## config.mk

```make
export PLATFORM = sky130hd
export DESIGN_NAME = sorted_insert_priority_queue_core
export DESIGN_NICKNAME = d
export VERILOG_FILES = /design/src/sipq_pkg.sv /design/src/sipq_cell.sv /design/src/sorted_insert_priority_queue_core.sv
export SDC_FILE = /design/constraint.sdc
export NUM_CORES = 2
export LEC_CHECK = 0
export ABC_AREA = 1
export BUFFER_PORTS_ARGS = -buffer_cell sky130_fd_sc_hd__buf_4
export CORE_UTILIZATION = 40
export CTS_CLUSTER_SIZE = 40
export DETAILED_ROUTE_END_ITERATION = 16
export PLACE_DENSITY = 0.59
export SLEW_MARGIN = 25
export SYNTH_ARGS = -nofsm -noshare
export SYNTH_HDL_FRONTEND = slang
export SYNTH_HIERARCHICAL = 1
export SYNTH_SLANG_ARGS = --single-unit
export TNS_END_PERCENT = 50
```

## constraint.sdc

```tcl
create_clock -name clk -period 10.1 [get_ports clk]
set_input_delay 2.02 -clock clk [delete_from_list [all_inputs] [get_ports clk]]
set_output_delay 2.02 -clock clk [all_outputs]
set_load 0.05 [all_outputs]
```

## src/sipq_pkg.sv

```systemverilog
package sipq_pkg;

	localparam int DEPTH     = 16;
	localparam int KEY_WIDTH = 32;
	localparam int CNT_W     = $clog2(DEPTH + 1);

	typedef logic [KEY_WIDTH-1:0] key_t;
	typedef logic [CNT_W-1:0]     count_t;

	localparam logic OP_INSERT = 1'b0;
	localparam logic OP_POP    = 1'b1;

	typedef enum logic [1:0] {
		ST_OK    = 2'd0,
		ST_EMPTY = 2'd1,
		ST_FULL  = 2'd2
	} status_t;

	typedef struct packed {
		logic operation;
		key_t key;
	} cmd_t;

	typedef struct packed {
		key_t    popped_key;
		logic    popped_valid;
		status_t status;
		count_t  occupancy;
	} res_t;

	// what a cell shows its right-hand neighbor
	typedef struct packed {
		key_t key;
		logic ge;
	} link_t;

endpackage

```

## src/sipq_cell.sv

```systemverilog
module sipq_cell (
	input  logic            clk,
	input  logic            upd,
	input  logic            is_pop,
	input  sipq_pkg::key_t  new_key,
	input  logic            occ,
	input  sipq_pkg::link_t left,
	input  sipq_pkg::key_t  right_key,
	output sipq_pkg::link_t link
);

	sipq_pkg::key_t key_q;
	sipq_pkg::key_t key_d;
	logic           ge;

	// an occupied stored key stays ahead of the new one when it is not smaller
	assign ge = occ && !(key_q < new_key);

	always_comb begin
		if (is_pop) begin
			key_d = right_key;
		end else if (ge) begin
			key_d = key_q;
		end else if (left.ge) begin
			key_d = new_key;
		end else begin
			key_d = left.key;
		end
	end

	always_ff @(posedge clk) begin
		if (upd) begin
			key_q <= key_d;
		end
	end

	assign link.key = key_q;
	assign link.ge  = ge;

endmodule

```

## src/sorted_insert_priority_queue_core.sv

```systemverilog
// Channel | Dir | Handshake            | Word
// cmd     | in  | cmd_valid, cmd_stall | sipq_pkg::cmd_t: operation, key
// res     | out | res_valid, res_stall | sipq_pkg::res_t: popped_key, popped_valid,
//         |     |                      |   status, occupancy
//
// One word per cycle while cmd_stall is low: every cell compares its key and
// shifts in the same cycle, so the DEPTH cells take one insert or pop each clock.
// The result word is registered and shows up in the cycle after the command is accepted.
// Reset clears the key count and the result valid; stored keys are not cleared.
// cmd_stall is high only while a result word is held and res_stall is high.
module sorted_insert_priority_queue_core (
	input  logic           clk,
	input  logic           arst_n,
	input  logic           cmd_valid,
	output logic           cmd_stall,
	input  sipq_pkg::cmd_t cmd,
	output logic           res_valid,
	input  logic           res_stall,
	output sipq_pkg::res_t res
);

	localparam int DEPTH = sipq_pkg::DEPTH;
	localparam int CNT_W = sipq_pkg::CNT_W;

	sipq_pkg::count_t  count_q;
	sipq_pkg::count_t  count_d;
	logic              res_valid_q;
	sipq_pkg::res_t    res_q;
	sipq_pkg::res_t    res_d;

	logic              acc;
	logic              is_pop;
	logic              empty;
	logic              full;
	logic              upd;

	sipq_pkg::link_t   link [DEPTH];
	logic [DEPTH-1:0]  occ;

	// accept whenever the result register is free or draining this cycle
	assign cmd_stall = res_valid_q && res_stall;
	assign acc       = cmd_valid && !cmd_stall;
	assign is_pop    = (cmd.operation == sipq_pkg::OP_POP);
	assign empty     = (count_q == '0);
	assign full      = (count_q == CNT_W'(DEPTH));
	// the row only moves on a pop with data or an insert with room
	assign upd       = acc && (is_pop ? !empty : !full);

	// cell row: cell 0 sees a left neighbor that is always ahead,
	// the last cell takes zero on a pop (it is beyond the count then)
	genvar gi;
	generate
		for (gi = 0; gi < DEPTH; gi++) begin : g_cell
			sipq_pkg::link_t left;
			sipq_pkg::key_t  right_key;

			assign occ[gi] = (CNT_W'(gi) < count_q);

			if (gi == 0) begin : g_head
				assign left.key = '0;
				assign left.ge  = 1'b1;
			end else begin : g_body
				assign left = link[gi-1];
			end

			if (gi == DEPTH - 1) begin : g_tail
				assign right_key = '0;
			end else begin : g_mid
				assign right_key = link[gi+1].key;
			end

			sipq_cell u_cell (
				.clk       (clk),
				.upd       (upd),
				.is_pop    (is_pop),
				.new_key   (cmd.key),
				.occ       (occ[gi]),
				.left      (left),
				.right_key (right_key),
				.link      (link[gi])
			);
		end
	endgenerate

	// result word and next count
	always_comb begin
		count_d            = count_q;
		res_d.popped_key   = '0;
		res_d.popped_valid = 1'b0;
		res_d.status       = sipq_pkg::ST_OK;
		if (is_pop) begin
			if (empty) begin
				res_d.status = sipq_pkg::ST_EMPTY;
			end else begin
				res_d.popped_key   = link[0].key;
				res_d.popped_valid = 1'b1;
				count_d            = count_q - CNT_W'(1);
			end
		end else begin
			if (full) begin
				res_d.status = sipq_pkg::ST_FULL;
			end else begin
				count_d = count_q + CNT_W'(1);
			end
		end
		res_d.occupancy = count_d;
	end

	always_ff @(posedge clk or negedge arst_n) begin
		if (!arst_n) begin
			count_q     <= '0;
			res_valid_q <= 1'b0;
		end else begin
			if (acc) begin
				count_q     <= count_d;
				res_valid_q <= 1'b1;
			end else if (res_valid_q && !res_stall) begin
				res_valid_q <= 1'b0;
			end
		end
	end

	always_ff @(posedge clk) begin
		if (acc) begin
			res_q <= res_d;
		end
	end

	assign res_valid = res_valid_q;
	assign res       = res_q;

	// every accepted command leaves a result word behind
	a_result_follows: assert property (@(posedge clk) disable iff (!arst_n)
		acc |=> res_valid)
		else $error("no result after accepted command");

	// count stays within the row
	a_count_range: assert property (@(posedge clk) disable iff (!arst_n)
		count_q <= CNT_W'(DEPTH))
		else $error("key count beyond depth");

	// a pop returns a key no smaller than the new head
	a_pop_order: assert property (@(posedge clk) disable iff (!arst_n)
		acc && is_pop && (count_q > CNT_W'(1)) |=> res.popped_key >= link[0].key)
		else $error("popped key smaller than remaining head");

	// a dropped insert reports a full row
	a_full_status: assert property (@(posedge clk) disable iff (!arst_n)
		res_valid && (res.status == sipq_pkg::ST_FULL) |-> res.occupancy == CNT_W'(DEPTH))
		else $error("full status with room left");

endmodule

```

==> out/metrics.cfg <==
[status]
status = finished, final reports clean

[floorplan]
row_count = 117
die_area_sq_um = 104000
die_y_microns = 322
coreArea_sq_um = 102000
io_pins = 79
initial_utilization_pct = 40.3
die_w_microns = 322

[drt]
drtIter0Drc = 2444
ant_nets = 0
drt-total-wl_microns = 108000
vias_per_cell = 5.08
wl_per_cell_microns = 16.3
first_pass_iters = 5
num_vias = 33700
drc = 0

[critical_path]
arrival_ns = 5.44
critPathBufInv = 6
crit_path_end_kind = flip-flop
critPathRequiredTime_ns = 10.39
path_cells = buf_8 > buf_4 > buf_12 > inv_1 > nand3_1 > nand2_1 > inv_1 > buf_4
critPathMaxFanout = 249
start_kind = primary input
crit_type = in2reg
cp_slowest_cell = buf_4
critPathTopFamily = buffers and inverters
r2r_cells = 10
critPathMaxStageDelay_ns = 0.78
cp.depth = 8

[clock_network]
root_buffer = clkbuf_16
post_cts_resized = 0
htree_num_levels = 3
clk_pin_slew_ns = 0.06
cts_buffer_depth = 3
cts_buffers = 68
cts_tree = done
clock_sinks = 558
cts_hold_buf = 0
cts_setup_buffers = 0
clk_latency_ns = 0.62

[min_path]
hold_path.class = reg2reg
hold_depth = 2

[grt]
grt_pass1_wl_microns = 174000
antenna_found_initial = 2
grtUsageMet1_pct = 29.4
grt_pass1_vias = 32300
grt_use_total_pct = 20.8
use_met2_pct = 33.3
gr-total-overflow = 0
gr-usage-met3_pct = 3.12
grt_max_degree = 250
grt.busiest_layer = met2

[power]
power_leakage_uw = 0.0203
p_per_area_nw_per_um2 = 213
finalPower_uw = 9610
peakVddDrop_uv = 125

[placement]
dpl.hpwl_microns = 81900
place_area_sq_um = 42900
gp_congestion = 0.835
io_buffers = 78

[timing]
setup_tns_ns = 0
fin_crit_sh_pct = 51.0
hold_slack_ns = 0.497
slew_violations = 0
max_slew_margin_pct = 23.1
rsz0062_at_grt = no
fmax_mhz = 194
worst-slew-pin-transition_ns = 1.14
hold_viol_final = 0
clock_skew_ns = 0.0240
finalSetupViolCount = 0
period_minus_slack_ns = 5.15

[cells_and_area]
design_area_sq_um = 45100
fillerInstances = 10200
nets = 5746
antenna_cells = 0
syn_to_final_growth_pct = 10.0
layout-drive-gt1-share_pct = 5.04
fin_util_pct = 44.4

[run]
drv_cap = 0

[synthesis]
synth_warnings = 6
syn_inst = 5205
avgSynthCellArea_sq_um = 7.87
netlist_area_sq_um = 41000

==> cell usage in the layout, fill, tap and decap left out, types with 2 or more instances in the layout <==
cell          n
a21boi_4     15
a21oi_1     348
a21oi_2       3
buf_12        2
buf_4       113
bufinv_16     5
clkbuf_1     14
clkbuf_16    72
clkbuf_8      2
clkinv_1     18
clkinv_2      9
clkinv_8      3
conb_1       65
dfrtp_1       6
edfxtp_1    552
ha_1        500
inv_1       699
inv_2         3
nand2_1    1493
nand3_1      43
nand4_1      19
nor2_1      203
nor2_4        2
nor3_2       32
o21a_1       31
o21ai_0     980
o21ai_1      20
xor2_1        2
==> where the power goes <==
group          internal [uW]  switching (uW)  total, uW
clock                   1440            1030       2470
sequential              3320             480       3800
combinational           1130            2200       3330
total                   5890            3710       9610
==> layout make-up <==
type | instances | area, sq um | area share, %
clock buffer | 88 | 1880 | 4.18
clock inverter | 34 | 308 | 0.683
inverter | 703 | 2640 | 5.86
multi-input combinational | 3762 | 20900 | 46.4
sequential | 558 | 16700 | 37.1
tap | 1368 | 1710 | 3.80
timing repair buffer | 116 | 903 | 2.00
==> routing by layer <==
layer / vias up / part of all wire, %
met1: 15600 / 49
met2: 580 / 45
met3: 150 / 4.7
li1: 17300 / -
met4: 2 / 2.0
met5: - / 0.010
==> flip-flops by register name (all words and copies together) (netlist names) <==
| signal | count |
|---|---|
| count_q | 5 |
| res | 40 |
| g_cell.u_cell/key_q | 512 |
| res_valid | 1 |
==> worst register-to-register path: cells and delay by family, from the launching register on <==
kind,cells,cell delay (ns)
adders and majority gates,1,0.33
DFF,1,0.52
buffers and inverters,4,1.85
and+or+nand+nor,5,0.60
==> final timing paths <==
path / startpoint / end / slack [ns]
max in group asynchronous: arst_n / count_q[1] / 8.78
max: cmd[32] / g_cell[4].u_cell/key_q[15] / 4.95
max reg2reg: count_q[0] / g_cell[1].u_cell/key_q[10] / 6.44
min reg2reg: res_valid / res_valid / 0.50
min: res_valid / res_valid / 0.50
min in group asynchronous: arst_n / count_q[2] / 1.20
==> per-stage QoR <==
| stage | std cells | worst slack [ns] |
|---|---|---|
| after floorplan | 5268 | 4.93 |
| after global placement | 6507 | 4.35 |
| after detailed placement | 6507 | 4.30 |
| after CTS | 6629 | 4.96 |
| after global routing | 6629 | 4.55 |
| final | 6629 | 4.95 |
Note: power is estimated with default switching activity, not from simulation.
